File: src/rtl/spft_pkg.sv
package spft_pkg;

	localparam logic [7:0] START_BYTE_RST  = 8'd126;
	localparam logic [7:0] ESCAPE_BYTE_RST = 8'd125;
	localparam logic [7:0] FILL_BYTE_RST   = 8'd0;

	localparam int MAX_PAYLOAD_DEF = 256;
	localparam int NUM_LINKS_DEF   = 4;

	localparam int LINK_W   = 2;
	localparam int MAX_BYTES = 11;
	localparam int IDX_W    = $clog2(MAX_BYTES);
	localparam int QUEUE_DEPTH = 2;

	localparam logic [1:0] CMD_HEADER  = 2'd0;
	localparam logic [1:0] CMD_PAYLOAD = 2'd1;
	localparam logic [1:0] CMD_TRAILER = 2'd2;
	localparam logic [1:0] CMD_NONE    = 2'd3;

	localparam logic [1:0] REG_START  = 2'd0;
	localparam logic [1:0] REG_ESCAPE = 2'd1;
	localparam logic [1:0] REG_FILL   = 2'd2;

	typedef enum logic [1:0] {
		KIND_REJECT,
		KIND_HEADER,
		KIND_PAYLOAD,
		KIND_TRAILER
	} kind_t;

	typedef enum logic [1:0] {
		PH_FIRST,
		PH_MID,
		PH_CLOSE
	} phase_t;

	typedef struct packed {
		kind_t                        kind;
		logic [LINK_W-1:0]            link;
		logic [IDX_W-1:0]             last_idx;
		logic [MAX_BYTES-1:0][7:0]    bytes;
	} job_t;

	typedef struct packed {
		logic valid;
		job_t job;
	} job_slot_t;

endpackage

File: src/rtl/stuffed_packet_framer_tx.sv
// Channel   Direction  Handshake          Payload
// input     in         push / full        cmd, link, header, payload and trailer fields
// result    out        pop / empty        out_byte, out_link, last, frame_end, rejected
// config    in         wr_en (no wait)    wr_index, wr_data
//
// One wire byte leaves per cycle while results are popped: a payload item is 1 byte, or 3 if
// stuffed; a header is 11 to 31, a trailer 4 to 12, a refusal 1. Cmd 3 is taken and dropped.
// The byte sequencer in the back end sets the rate; a 2-entry job queue decouples it from input.
// Reset clears queue, sequencer and output valid flag; config returns to its defaults.
// full rises only when the job queue holds two jobs; a result left unpopped stalls the
// sequencer, and the input once the queue fills.
module stuffed_packet_framer_tx #(
	parameter int MAX_PAYLOAD = spft_pkg::MAX_PAYLOAD_DEF,
	parameter int NUM_LINKS   = spft_pkg::NUM_LINKS_DEF
) (
	input  logic                        clk,
	input  logic                        arst_n,
	input  logic                        push,
	output logic                        full,
	input  logic [1:0]                  cmd,
	input  logic [spft_pkg::LINK_W-1:0] link,
	input  logic [7:0]                  pack_type,
	input  logic [7:0]                  dev_num,
	input  logic [7:0]                  session_nr,
	input  logic [31:0]                 sys_time,
	input  logic [15:0]                 payload_size,
	input  logic [7:0]                  header_crc,
	input  logic [7:0]                  data_byte,
	input  logic [15:0]                 payload_crc,
	output logic                        empty,
	input  logic                        pop,
	output logic [7:0]                  out_byte,
	output logic [spft_pkg::LINK_W-1:0] out_link,
	output logic                        last,
	output logic                        frame_end,
	output logic                        rejected,
	input  logic                        wr_en,
	input  logic [1:0]                  wr_index,
	input  logic [7:0]                  wr_data
);

	logic [7:0] start_byte_q;
	logic [7:0] escape_byte_q;
	logic [7:0] fill_byte_q;

	logic                q_push;
	logic                q_pop;
	spft_pkg::job_t      q_wr_job;
	spft_pkg::job_slot_t q_slot;

	always_ff @(posedge clk or negedge arst_n) begin
		if (!arst_n) begin
			start_byte_q  <= spft_pkg::START_BYTE_RST;
			escape_byte_q <= spft_pkg::ESCAPE_BYTE_RST;
			fill_byte_q   <= spft_pkg::FILL_BYTE_RST;
		end else if (wr_en) begin
			unique case (wr_index)
				spft_pkg::REG_START:  start_byte_q  <= wr_data;
				spft_pkg::REG_ESCAPE: escape_byte_q <= wr_data;
				spft_pkg::REG_FILL:   fill_byte_q   <= wr_data;
				default: ;
			endcase
		end
	end

	spft_front #(
		.MAX_PAYLOAD (MAX_PAYLOAD),
		.NUM_LINKS   (NUM_LINKS)
	) u_front (
		.push         (push),
		.q_full       (full),
		.cmd          (cmd),
		.link         (link),
		.pack_type    (pack_type),
		.dev_num      (dev_num),
		.session_nr   (session_nr),
		.sys_time     (sys_time),
		.payload_size (payload_size),
		.header_crc   (header_crc),
		.data_byte    (data_byte),
		.payload_crc  (payload_crc),
		.start_byte   (start_byte_q),
		.fill_byte    (fill_byte_q),
		.q_push       (q_push),
		.q_job        (q_wr_job)
	);

	spft_queue #(
		.DEPTH (spft_pkg::QUEUE_DEPTH)
	) u_queue (
		.clk     (clk),
		.arst_n  (arst_n),
		.wr_en   (q_push),
		.wr_job  (q_wr_job),
		.full    (full),
		.rd_en   (q_pop),
		.rd_slot (q_slot)
	);

	spft_back u_back (
		.clk         (clk),
		.arst_n      (arst_n),
		.q_slot      (q_slot),
		.q_pop       (q_pop),
		.start_byte  (start_byte_q),
		.escape_byte (escape_byte_q),
		.pop         (pop),
		.empty       (empty),
		.out_byte    (out_byte),
		.out_link    (out_link),
		.last        (last),
		.frame_end   (frame_end),
		.rejected    (rejected)
	);

endmodule

File: src/rtl/spft_front.sv
module spft_front #(
	parameter int MAX_PAYLOAD = spft_pkg::MAX_PAYLOAD_DEF,
	parameter int NUM_LINKS   = spft_pkg::NUM_LINKS_DEF
) (
	input  logic                      push,
	input  logic                      q_full,
	input  logic [1:0]                cmd,
	input  logic [spft_pkg::LINK_W-1:0] link,
	input  logic [7:0]                pack_type,
	input  logic [7:0]                dev_num,
	input  logic [7:0]                session_nr,
	input  logic [31:0]               sys_time,
	input  logic [15:0]               payload_size,
	input  logic [7:0]                header_crc,
	input  logic [7:0]                data_byte,
	input  logic [15:0]               payload_crc,
	input  logic [7:0]                start_byte,
	input  logic [7:0]                fill_byte,
	output logic                      q_push,
	output spft_pkg::job_t            q_job
);

	logic link_bad;
	logic size_bad;

	assign link_bad = {3'b000, link} >= 5'(NUM_LINKS);
	assign size_bad = payload_size > 16'(MAX_PAYLOAD);

	always_comb begin
		q_job       = '0;
		q_job.link  = link;
		q_push      = push && !q_full && (cmd != spft_pkg::CMD_NONE);
		unique case (cmd)
			spft_pkg::CMD_HEADER: begin
				q_job.kind     = spft_pkg::KIND_HEADER;
				q_job.last_idx = spft_pkg::IDX_W'(10);
				q_job.bytes[0]  = start_byte;
				q_job.bytes[1]  = pack_type;
				q_job.bytes[2]  = dev_num;
				q_job.bytes[3]  = session_nr;
				q_job.bytes[4]  = sys_time[31:24];
				q_job.bytes[5]  = sys_time[23:16];
				q_job.bytes[6]  = sys_time[15:8];
				q_job.bytes[7]  = sys_time[7:0];
				q_job.bytes[8]  = payload_size[15:8];
				q_job.bytes[9]  = payload_size[7:0];
				q_job.bytes[10] = header_crc;
			end
			spft_pkg::CMD_PAYLOAD: begin
				q_job.kind     = spft_pkg::KIND_PAYLOAD;
				q_job.bytes[0] = data_byte;
			end
			spft_pkg::CMD_TRAILER: begin
				q_job.kind     = spft_pkg::KIND_TRAILER;
				q_job.last_idx = spft_pkg::IDX_W'(3);
				q_job.bytes[0] = payload_crc[15:8];
				q_job.bytes[1] = payload_crc[7:0];
				q_job.bytes[2] = fill_byte;
				q_job.bytes[3] = fill_byte;
			end
			default: begin
				q_job.kind = spft_pkg::KIND_REJECT;
			end
		endcase
		if (link_bad || (cmd == spft_pkg::CMD_HEADER && size_bad)) begin
			q_job.kind     = spft_pkg::KIND_REJECT;
			q_job.last_idx = '0;
			q_job.bytes    = '0;
		end
	end

endmodule

File: src/rtl/spft_queue.sv
module spft_queue #(
	parameter int DEPTH = spft_pkg::QUEUE_DEPTH
) (
	input  logic                clk,
	input  logic                arst_n,
	input  logic                wr_en,
	input  spft_pkg::job_t      wr_job,
	output logic                full,
	input  logic                rd_en,
	output spft_pkg::job_slot_t rd_slot
);

	localparam int PTR_W = (DEPTH > 1) ? $clog2(DEPTH) : 1;
	localparam int CNT_W = $clog2(DEPTH + 1);

	spft_pkg::job_t   mem_q [DEPTH];
	logic [PTR_W-1:0] wr_ptr_q;
	logic [PTR_W-1:0] rd_ptr_q;
	logic [CNT_W-1:0] count_q;
	logic             do_wr;
	logic             do_rd;

	assign full        = count_q == CNT_W'(DEPTH);
	assign do_wr       = wr_en && !full;
	assign do_rd       = rd_en && (count_q != '0);
	assign rd_slot.valid = count_q != '0;
	assign rd_slot.job   = mem_q[rd_ptr_q];

	always_ff @(posedge clk or negedge arst_n) begin
		if (!arst_n) begin
			wr_ptr_q <= '0;
			rd_ptr_q <= '0;
			count_q  <= '0;
		end else begin
			if (do_wr) begin
				wr_ptr_q <= (wr_ptr_q == PTR_W'(DEPTH - 1)) ? '0 : wr_ptr_q + 1'b1;
			end
			if (do_rd) begin
				rd_ptr_q <= (rd_ptr_q == PTR_W'(DEPTH - 1)) ? '0 : rd_ptr_q + 1'b1;
			end
			if (do_wr && !do_rd) begin
				count_q <= count_q + 1'b1;
			end else if (do_rd && !do_wr) begin
				count_q <= count_q - 1'b1;
			end
		end
	end

	always_ff @(posedge clk) begin
		if (do_wr) begin
			mem_q[wr_ptr_q] <= wr_job;
		end
	end

endmodule

File: src/rtl/spft_back.sv
module spft_back (
	input  logic                        clk,
	input  logic                        arst_n,
	input  spft_pkg::job_slot_t         q_slot,
	output logic                        q_pop,
	input  logic [7:0]                  start_byte,
	input  logic [7:0]                  escape_byte,
	input  logic                        pop,
	output logic                        empty,
	output logic [7:0]                  out_byte,
	output logic [spft_pkg::LINK_W-1:0] out_link,
	output logic                        last,
	output logic                        frame_end,
	output logic                        rejected
);

	spft_pkg::phase_t             phase_q;
	spft_pkg::phase_t             phase_d;
	logic [spft_pkg::IDX_W-1:0]   idx_q;
	logic [spft_pkg::IDX_W-1:0]   idx_d;
	logic                         out_valid_q;
	logic [7:0]                   out_byte_q;
	logic [spft_pkg::LINK_W-1:0]  out_link_q;
	logic                         out_last_q;
	logic                         out_frame_end_q;
	logic                         out_rejected_q;

	spft_pkg::job_t job;
	logic [7:0]     cur;
	logic           is_stuff;
	logic           step;
	logic           done;
	logic           res_last;
	logic [7:0]     res_byte;

	assign job  = q_slot.job;
	assign cur  = job.bytes[idx_q];
	assign step = q_slot.valid && (!out_valid_q || pop);
	assign is_stuff = (job.kind != spft_pkg::KIND_REJECT) && (cur == start_byte)
		&& !(job.kind == spft_pkg::KIND_HEADER && idx_q == '0);
	assign res_last = done && (idx_q == job.last_idx);
	assign q_pop    = step && res_last;

	always_comb begin
		phase_d  = phase_q;
		idx_d    = idx_q;
		done     = 1'b0;
		res_byte = cur;
		unique case (phase_q)
			spft_pkg::PH_FIRST: begin
				if (is_stuff) begin
					res_byte = escape_byte;
					phase_d  = spft_pkg::PH_MID;
				end else begin
					done = 1'b1;
				end
			end
			spft_pkg::PH_MID: begin
				phase_d = spft_pkg::PH_CLOSE;
			end
			spft_pkg::PH_CLOSE: begin
				res_byte = escape_byte;
				phase_d  = spft_pkg::PH_FIRST;
				done     = 1'b1;
			end
			default: begin
				phase_d = spft_pkg::PH_FIRST;
			end
		endcase
		if (done) begin
			idx_d = (idx_q == job.last_idx) ? '0 : idx_q + 1'b1;
		end
	end

	always_ff @(posedge clk or negedge arst_n) begin
		if (!arst_n) begin
			phase_q     <= spft_pkg::PH_FIRST;
			idx_q       <= '0;
			out_valid_q <= 1'b0;
		end else begin
			if (step) begin
				phase_q     <= phase_d;
				idx_q       <= idx_d;
				out_valid_q <= 1'b1;
			end else if (pop) begin
				out_valid_q <= 1'b0;
			end
		end
	end

	always_ff @(posedge clk) begin
		if (step) begin
			out_byte_q      <= res_byte;
			out_link_q      <= job.link;
			out_last_q      <= res_last;
			out_frame_end_q <= res_last && (job.kind == spft_pkg::KIND_TRAILER);
			out_rejected_q  <= job.kind == spft_pkg::KIND_REJECT;
		end
	end

	assign empty     = !out_valid_q;
	assign out_byte  = out_byte_q;
	assign out_link  = out_link_q;
	assign last      = out_last_q;
	assign frame_end = out_frame_end_q;
	assign rejected  = out_rejected_q;

	a_rej_last: assert property (@(posedge clk) disable iff (!arst_n)
		out_valid_q && out_rejected_q |-> out_last_q)
		else $error("reject without last");
	a_fe_last: assert property (@(posedge clk) disable iff (!arst_n)
		out_valid_q && out_frame_end_q |-> out_last_q)
		else $error("frame end without last");
	a_idx_rng: assert property (@(posedge clk) disable iff (!arst_n)
		q_slot.valid |-> idx_q <= job.last_idx)
		else $error("byte index past end of transaction");
	a_mid_held: assert property (@(posedge clk) disable iff (!arst_n)
		phase_q != spft_pkg::PH_FIRST |-> q_slot.valid)
		else $error("stuffing sequence without a job");
	a_idle_idx: assert property (@(posedge clk) disable iff (!arst_n)
		!q_slot.valid |-> idx_q == '0)
		else $error("index not cleared between jobs");

endmodule

File: config.mk
export PLATFORM = sky130hd
export DESIGN_NAME = stuffed_packet_framer_tx
export DESIGN_NICKNAME = d
export VERILOG_FILES = /design/src/rtl/spft_pkg.sv /design/src/rtl/stuffed_packet_framer_tx.sv /design/src/rtl/spft_front.sv /design/src/rtl/spft_queue.sv /design/src/rtl/spft_back.sv
export SDC_FILE = /design/constraint.sdc
export NUM_CORES = 1
export LEC_CHECK = 0
export BUFFER_PORTS_ARGS = -buffer_cell sky130_fd_sc_hd__buf_2
export CAP_MARGIN = 25
export CORE_MARGIN = 4
export CORE_UTILIZATION = 58
export DETAILED_ROUTE_END_ITERATION = 8
export PLACE_DENSITY = 0.82
export REMOVE_ABC_BUFFERS = 1
export SYNTH_ARGS = -nofsm -noshare
export SYNTH_HDL_FRONTEND = slang
export SYNTH_SLANG_ARGS = --single-unit
File: constraint.sdc
create_clock -name clk -period 6.6 [get_ports clk]
set_input_delay 0.33 -clock clk [delete_from_list [all_inputs] [get_ports clk]]
set_output_delay 0.33 -clock clk [all_outputs]
set_load 0.02 [all_outputs]
Word-level counts from Yosys, hierarchy flattened --
Memories as Yosys holds them, arrays and structs flattened. Cells that the tools add are included. Widths: inputs -> output; s select.
Word-level totals: input port bits 123, output and inout bits 15, word-level logic and storage cells 93, memory bits (writable) 192, register bits 48, memories kept 1
Cells by class: multiplexer cells 24, $lt $le $gt $ge 2, reductions and logical operators 34, add/subtract/negate cells 5, equal/unequal tests 13
Memories:
- u_queue.mem_q | words 2, bits a word 96, read ports 1, clocked after memory_dff 0, wr ports 1, RTL line spft_queue.sv:16 | spft_pkg::job_t mem_q [DEPTH];
Operators with widths (number):
- $mux 92 | 1
- $mux 56 | 1
- $pmux 24 s2 | 1
- $bmux 8 s4 | 1
- $pmux 8 s3 | 1
- $gt 16x9->1 const B | 1
- $mux 8 | 2
- $pmux 8 s2 | 1
- $logic_and 1x1->1 | 14
- $eq 2x2->1 const B | 5
- $reduce_and 2->1 | 5
- $eq 2x1->1 const B | 4
- $eq 8x8->1 | 1
- $logic_not 2->1 | 4
- $mux 2 | 4
- $pmux 4 s2 | 1
- $reduce_bool 2->1 | 4
- $mux 1 | 7
- $pmux 2 s3 | 1
- $logic_not 1->1 | 5
- $lt 4x5->1 const B | 1
- $add 4x1->4 const B | 1
- $eq 4x4->1 | 1
- $logic_not 4->1 | 1
- 9 further kinds | 10

Logic depth before layout (Yosys ltp) --
An unclocked memory read counts as a cell.
depth after elaboration 14, gate-level depth with buffers 16, depth with buffers taken out 12

Hierarchy --
Synthesis repeated with hierarchy kept, for this count alone.
Unflattened totals: cells, all modules 745, area total of the unflattened synthesis 11282.1 sq um
By module, submodules not included:
- spft_queue | sequential area each 5865.6 sq um, instances 1, cells each 318, area an instance 7243.2 sq um
- spft_back | sequential area each 565.5 sq um, instances 1, cells each 208, area an instance 2095.8 sq um
- spft_front | sequential area each 0.0 sq um, instances 1, cells each 168, area an instance 1016.0 sq um
- stuffed_packet_framer_tx | sequential area each 615.6 sq um, instances 1, cells each 51, area an instance 927.1 sq um

Worst setup path before layout --
Ideal clock, no wire load.
kind reg-to-reg, from reg u_queue.count_q[1], to mem u_queue.mem_q[0][0] (netlist name), enable pin, period minus slack after synthesis 5.790 ns, stages on the path, launching flop included 4, data required time 6.039 ns, data arrival time 5.230 ns, setup time 0.561 ns, path slack 0.810 ns, path buffers 0, path through dfrtp_1 nor2b_1 nor3b_1 nor2b_1
Between the ends: cells in the longest elaborated chain, start to end 7
RTL lines:
- start: declaration | RTL line spft_queue.sv:19 | logic [CNT_W-1:0] count_q;
- start signal: assignment | RTL line spft_queue.sv:42 | count_q <= count_q + 1'b1;
- start signal: assignment | RTL line spft_queue.sv:44 | count_q <= count_q - 1'b1;
- $eq 2x2->1 * | RTL line spft_queue.sv:23 | assign full = count_q == CNT_W'(DEPTH);
- net full | RTL line stuffed_packet_framer_tx.sv:19 | output logic full,
- $logic_not 1->1 * | RTL line spft_front.sv:32, spft_queue.sv:24
- $logic_and 1x1->1 (2 in a row) | RTL line spft_front.sv:32 | q_push = push && !q_full && (cmd != spft_pkg::CMD_NONE);
- $logic_and 1x1->1 * | RTL line spft_queue.sv:24 | assign do_wr = wr_en && !full;
- net u_queue.do_wr | RTL line spft_queue.sv:20 | logic do_wr;
- $mux 1 * | RTL line spft_queue.sv:50 | if (do_wr) begin
- $mux 1 (not written as such) * | RTL line spft_queue.sv:51 | mem_q[wr_ptr_q] <= wr_job;
- end: declaration | RTL line spft_queue.sv:16
Mark *: on every way through the listed nets, which the timed path passes. The rest lies on a longest branch.

Worst setup path in the final report --
from reg u_queue.rd_ptr_q, to reg u_queue.count_q[1]
Between the ends: cells in the longest elaborated chain, start to end 14, elaborated cells between the ends (all ways) 21, those cells by class 3 x eq/ne; 5 x mux; 12 x reduce/logical; 1 x memory
RTL lines:
- start: declaration | RTL line spft_queue.sv:18 | logic [PTR_W-1:0] rd_ptr_q;
- start signal: assignment | RTL line spft_queue.sv:39 | rd_ptr_q <= (rd_ptr_q == PTR_W'(DEPTH - 1)) ? '0 : rd_ptr_q + 1'b1;
- $mem_v2 2x96 *
- $bmux 8 s4 | RTL line spft_back.sv:37 | assign cur = job.bytes[idx_q];
- $mux 8 (not written as such) | RTL line spft_back.sv:37
- $eq 8x8->1 | RTL line spft_back.sv:39 | assign is_stuff = (job.kind != spft_pkg::KIND_REJECT) && (cur == start_byte)
- $logic_and 1x1->1 | RTL line spft_back.sv:39
- $logic_and 1x1->1 | RTL line spft_back.sv:40 | && !(job.kind == spft_pkg::KIND_HEADER && idx_q == '0);
- $mux 1 | RTL line spft_back.sv:51 | if (is_stuff) begin
- $pmux 1 s2 | RTL line spft_back.sv:49 | unique case (phase_q)
- $logic_and 1x1->1 * | RTL line spft_back.sv:41 | assign res_last = done && (idx_q == job.last_idx);
- $logic_and 1x1->1 * | RTL line spft_back.sv:42 | assign q_pop = step && res_last;
- $logic_and 1x1->1 * | RTL line spft_queue.sv:25 | assign do_rd = rd_en && (count_q != '0);
- $logic_not 1->1 | RTL line spft_queue.sv:41 | if (do_wr && !do_rd) begin
- $logic_and 1x1->1 | RTL line spft_queue.sv:41
- $mux 2 or $reduce_bool 2->1 (tied branches)
Every way passes the cells marked *; elsewhere a longest branch is shown, timed or not. The select of a mux whose other input is x is not followed. A chain may end at the register's enable or synchronous reset.

==> report_table.html <==
<table>
<tr><th>Metric</th><th>Value</th></tr>
<tr><th colspan="2">Yosys</th></tr>
<tr><td>Share of the synthesized area in the top cell type</td><td>between 50 and 60%</td></tr>
<tr><td>Share of the yosys chip area belonging to registers</td><td>65.7%</td></tr>
<tr><td>Async set or reset register ratio after synthesis</td><td>14.7%</td></tr>
<tr><td>Top cells by area in the synthesized netlist</td><td>edfxtp_1 57%, dfrtp_1 5.4%, mux2i_1 3.6%</td></tr>
<tr><td>Share of cell area taken by muxes after synthesis</td><td>about an eighth</td></tr>
<tr><td>Syn Area/Cell</td><td>around 15 um2</td></tr>
<tr><td>YS warnings</td><td>0</td></tr>
<tr><td>Xor/xnor cell area share of the yosys netlist</td><td>~1.1%</td></tr>
<tr><td>Number of register bits inferred by synthesis</td><td>about 240</td></tr>
<tr><td>Commonest cells post-synth</td><td>203 x edfxtp_1, 52 x and3_1, 38 x mux2i_1</td></tr>
<tr><td>Number of synthesized flops with an enable pin</td><td>slightly above 200</td></tr>
<tr><td>Count of unique library cells instantiated by Yosys</td><td>66</td></tr>
<tr><td>Largest family of logic cells by synthesized area</td><td>multiplexers</td></tr>
<tr><td>Top flip-flop cell by instance count after synthesis</td><td>edfxtp_1</td></tr>
<tr><td>Gate count of the mapped netlist</td><td>between 600 and 700</td></tr>
<tr><td>Netlist Area Pre-Place</td><td>10600 um2</td></tr>
<tr><td>Dominant cell type by area after synthesis</td><td>edfxtp_1</td></tr>
<tr><td>Post-synthesis share of cell area spent on and, or, nand and nor gates</td><td>8.67%</td></tr>
<tr><td>Fraction of the mapped netlist area in adder cells</td><td>less than 1%</td></tr>
<tr><td>Share of the synthesized area in compound gates (AO/OA/AOI/OAI)</td><td>under 10%</td></tr>
<tr><td>Most instantiated library cell after synthesis</td><td>edfxtp_1</td></tr>
<tr><th colspan="2">STA</th></tr>
<tr><td>Hold Violations, Final</td><td>0</td></tr>
<tr><td>Setup repair after global routing missed its margin</td><td>false</td></tr>
<tr><td>Maximum frequency from static timing analysis</td><td>0.231 GHz</td></tr>
<tr><td>Fin. max-slew vios</td><td>0</td></tr>
<tr><td>Worst-margin pin slew</td><td>slightly below 1 ns</td></tr>
<tr><td>Setup TNS after final layout</td><td>0 ns</td></tr>
<tr><td>Worst setup margin</td><td>approximately 2.3 ns</td></tr>
<tr><td>Ratio of final minimum period to clock period</td><td>about 66%</td></tr>
<tr><td>Setup clock skew after layout</td><td>about 0.016 ns</td></tr>
<tr><td>Final setup violation count</td><td>0</td></tr>
<tr><td>Tightest slew margin relative to the limit</td><td>about a third</td></tr>
<tr><td>Final min period</td><td>4.34 ns</td></tr>
<tr><th colspan="2">Power and ir drop</th></tr>
<tr><td>Share of total power consumed by net switching</td><td>approximately 33%</td></tr>
<tr><td>Fraction of power consumed by sequential logic</td><td>43.7%</td></tr>
<tr><td>Gate power share</td><td>30.4%</td></tr>
<tr><td>Static Leakage</td><td>4.78 nW</td></tr>
<tr><td>Areal power density over the cells</td><td>425 nW/um2</td></tr>
<tr><td>Worst VDD drop</td><td>slightly below 0.3 mV</td></tr>
<tr><td>Switching power</td><td>1.74 mW</td></tr>
<tr><td>Int Pwr</td><td>between 3 and 4 mW</td></tr>
<tr><td>Part of the power in the clock network</td><td>between 20 and 30%</td></tr>
<tr><th colspan="2">Critical path</th></tr>
<tr><td>CP Data Arrival Time</td><td>approximately 4.7 ns</td></tr>
<tr><td>Sort of element at the start of the critical path</td><td>flip-flop</td></tr>
<tr><td>Reg-to-reg slack, setup</td><td>approximately 2.3 ns</td></tr>
<tr><td>Critical Setup Path Class</td><td>flip-flop to flip-flop</td></tr>
<tr><td>Data required time of the worst path</td><td>between 6 and 7 ns</td></tr>
<tr><td>Maximum fanout along the worst path</td><td>52</td></tr>
<tr><td>Critical path capture point type</td><td>flip-flop</td></tr>
<tr><td>Depth of the worst register-to-register path</td><td>10</td></tr>
<tr><td>Launch point of the worst reg-to-reg path</td><td>u_queue.rd_ptr_q$_DFFE_PN0P_</td></tr>
<tr><td>Endpoint of the most critical register-to-register path</td><td>u_queue.count_q[1]$_DFFE_PN0P_</td></tr>
<tr><th colspan="2">Placed design</th></tr>
<tr><td>Routability cong.</td><td>0.885</td></tr>
<tr><td>Post-place setup slack</td><td>2.27 ns</td></tr>
<tr><td>Post-detailed-placement half-perimeter wirelength</td><td>roughly 18000 um</td></tr>
<tr><td>Number of buffers added on ports</td><td>roughly 140</td></tr>
<tr><th colspan="2">CTS</th></tr>
<tr><td>Num CTS Buffers</td><td>25</td></tr>
<tr><td>Root Buffer Master</td><td>clkbuf_16</td></tr>
<tr><td>Clock-pin transition on the worst setup and hold timing paths</td><td>approximately 0.060 ns</td></tr>
<tr><td>Number of clock sinks seen by CTS</td><td>between 200 and 250</td></tr>
<tr><td>Clk Latency, worst-skew pair</td><td>0.52 ns</td></tr>
<tr><td>CTS H-tree lvls</td><td>1</td></tr>
<tr><td>Clock buffer depth</td><td>3</td></tr>
<tr><td>TritonCTS clock tree</td><td>yes</td></tr>
<tr><th colspan="2">Detailed routing</th></tr>
<tr><td>Number of DRC violations after detailed-routing iteration 0</td><td>590</td></tr>
<tr><td>Number of vias per cell</td><td>about 6.3</td></tr>
<tr><td>Post-detailed-route count of antenna-violating nets</td><td>0</td></tr>
<tr><td>Residual DRC count</td><td>0</td></tr>
<tr><td>DR pass1 iterations</td><td>5</td></tr>
<tr><td>Number of vias after detailed routing</td><td>approximately 6800</td></tr>
<tr><td>Overall routed net length</td><td>about 26000 um</td></tr>
<tr><td>Wire per inst</td><td>approximately 24 um</td></tr>
<tr><th colspan="2">Die</th></tr>
<tr><td>Die Ht</td><td>approximately 140 um</td></tr>
<tr><td>Total die area</td><td>20600 um2</td></tr>
<tr><td>Starting Density</td><td>just under 60%</td></tr>
<tr><td>Row count</td><td>slightly below 50</td></tr>
<tr><td>Core region area</td><td>~18000 um2</td></tr>
<tr><td>Number of placed I/O pins</td><td>138</td></tr>
<tr><td>Chip Width</td><td>143 um</td></tr>
<tr><th colspan="2">Global route</th></tr>
<tr><td>Wire length of the first global-routing pass</td><td>between 30000 and 40000 um</td></tr>
<tr><td>Via count of the first global-routing pass</td><td>around 7000</td></tr>
<tr><td>Gr ovfl total</td><td>0</td></tr>
<tr><td>All-layer global routing usage</td><td>between 20% and 30%</td></tr>
<tr><td>Maximum number of pins on one net before global-route repair</td><td>60</td></tr>
<tr><td>Antenna violations before repair</td><td>0</td></tr>
<tr><th colspan="2">Hold path</th></tr>
<tr><td>Cell count of the worst hold path</td><td>2</td></tr>
<tr><td>Worst Min Path Start</td><td>wr_data[7]</td></tr>
<tr><td>Sink of the worst hold path</td><td>fill_byte_q[7]$_DFFE_PN0P_</td></tr>
<tr><td>Hold Path Class</td><td>primary input to flip-flop</td></tr>
<tr><th colspan="2">Outcome</th></tr>
<tr><td>Run status</td><td>finished, final reports clean</td></tr>
<tr><th colspan="2">Finish</th></tr>
<tr><td>Fraction of final layout cells sized beyond drive strength 1</td><td>between 20 and 30%</td></tr>
<tr><td>Post-layout net count</td><td>a little under 1000</td></tr>
<tr><td>Area growth from synthesis to layout</td><td>16.3%</td></tr>
<tr><td>Filler Cells Inserted</td><td>around 1200</td></tr>
<tr><td>Number of antenna repair diodes</td><td>0</td></tr>
<tr><th colspan="2">Job</th></tr>
<tr><td>Count of max-cap constraint violations</td><td>0</td></tr>
</table>
layout by cell type (no fill, tap or decap), types with 3 or more instances in the layout:
cell	instances
and3_1	52
inv_1	10
and2_1	5
mux2_2	29
a22o_1	26
nor2_1	29
conb_1	14
edfxtp_1	203
mux2i_1	38
clkinv_2	4
nor3_1	7
a222oi_1	8
nand2_1	31
nor4_1	4
mux4_1	10
buf_4	8
a21oi_1	12
xnor2_1	7
clkbuf_16	25
xor2_1	4
o211ai_1	5
nor2b_1	8
nand2b_1	8
clkinv_1	3
buf_2	137
mux4_2	16
dfrtp_1	22
clkbuf_1	7
o22ai_1	6
o21ai_0	18
nor3b_1	3
dfstp_2	12
or4_1	3
a22oi_1	9
a211oi_1	5
ha_1	8
o2bb2ai_1	3
dlygate4sd3_1	3
how the worst max path moves through the flow:
stage                                               from                             end  slack, ns
after floorplan           u_queue.count_q[1]$_DFFE_PN0P_   u_queue.mem_q[0][0]$_DFFE_PP_       0.81
after global placement      u_queue.rd_ptr_q$_DFFE_PN0P_  u_queue.count_q[1]$_DFFE_PN0P_       2.33
final                       u_queue.rd_ptr_q$_DFFE_PN0P_  u_queue.count_q[1]$_DFFE_PN0P_       2.26
after detailed placement    u_queue.rd_ptr_q$_DFFE_PN0P_  u_queue.count_q[1]$_DFFE_PN0P_       2.27
after global routing        u_queue.rd_ptr_q$_DFFE_PN0P_  u_queue.count_q[1]$_DFFE_PN0P_       2.03
after CTS                   u_queue.rd_ptr_q$_DFFE_PN0P_  u_queue.count_q[1]$_DFFE_PN0P_       2.25
what timing repair did:
| action | in CTS | in global routing |
|---|---|---|
| resized for setup | 0 | 0 |
| hold endpoints to repair | 27 | 0 |
| setup buffers | 0 | 0 |
| hold buffers | 3 | 0 |
layer usage:
| metal | track usage [%] | up-vias | wire length [um] |
|---|---|---|---|
| met1 | 34.8 | 3410 | 10400 |
| met2 | 43.3 | 340 | 13200 |
| met3 | 4.06 | 33 | 2010 |
| met4 | 5.75 | 0 | 447 |
| li1 | - | 3014 | - |
| met5 | 0 | - | 0 |
state kept, by name, summed over array words and instances, names as in the netlist:
signal / flops
fill_byte_q: 8
u_back.out_byte: 8
u_back.out_valid_q: 1
u_back.idx_q: 4
u_back.rejected: 1
start_byte_q: 8
u_queue.count_q: 2
u_queue.wr_ptr_q: 1
escape_byte_q: 8
u_back.frame_end: 1
u_back.phase_q: 2
u_back.last: 1
u_back.out_link: 2
u_queue.rd_ptr_q: 1
u_queue.mem_q: 190
power by group through the flow:
| stage | combinational (mW) | clock (mW) | sequential [mW] |
|---|---|---|---|
| after global placement | 1.56 | 0 | 2.30 |
| after detailed placement | 1.60 | 0 | 2.33 |
| after CTS | 1.61 | 1.38 | 2.30 |
| after floorplan | 1.05 | 0 | 2.35 |
| after global routing | 1.73 | 1.43 | 2.33 |
| final | 1.60 | 1.36 | 2.30 |
layout make-up:
cell class | instances | area [um2] | area share, %
Sequential cell | 238 | 6990 | 56.6
Multi-Input combinational cell | 409 | 3430 | 27.7
Timing Repair Buffer | 150 | 816 | 6.60
Clock buffer | 34 | 679 | 5.50
Tap cell | 229 | 287 | 2.32
Clock inverter | 12 | 120 | 0.972
Inverter | 11 | 41.3 | 0.334
metrics by stage:
step | cells | hold slack, ns | util (%) | power (mW) | cell area, um2
floorplan | 658 | 0.0344 | - | 3.40 | 10400
global placement | 1033 | 0.481 | 64.1 | 3.87 | 11500
detailed placement | 1034 | 0.491 | 64.2 | 3.92 | 11500
CTS | 1083 | 0.0598 | 68.8 | 5.28 | 12400
global route | 1083 | 0.0781 | 68.8 | 5.50 | 12400
finish | 1083 | 0.0753 | 68.8 | 5.26 | 12400
worst max-delay path, cell delays in order (launching register included):
cell,delay (ns)
dfrtp_4,1.04
mux4_1,0.43
o22ai_1,0.09
o311ai_1,0.65
o221ai_1,0.31
or4b_1,0.71
o211ai_1,0.35
ha_1,0.22
xor2_1,0.15
nor2_1,0.06
xor2_1,0.14
logic make-up after synthesis:
logic type / count (synthesis)
compound gates: 116
xor+xnor: 12
fa+ha+maj: 8
buf+inv: 55
flops: 238
mux: 94
other cells: 1
simple gates: 165
Note: power is estimated with default switching activity, not from simulation.
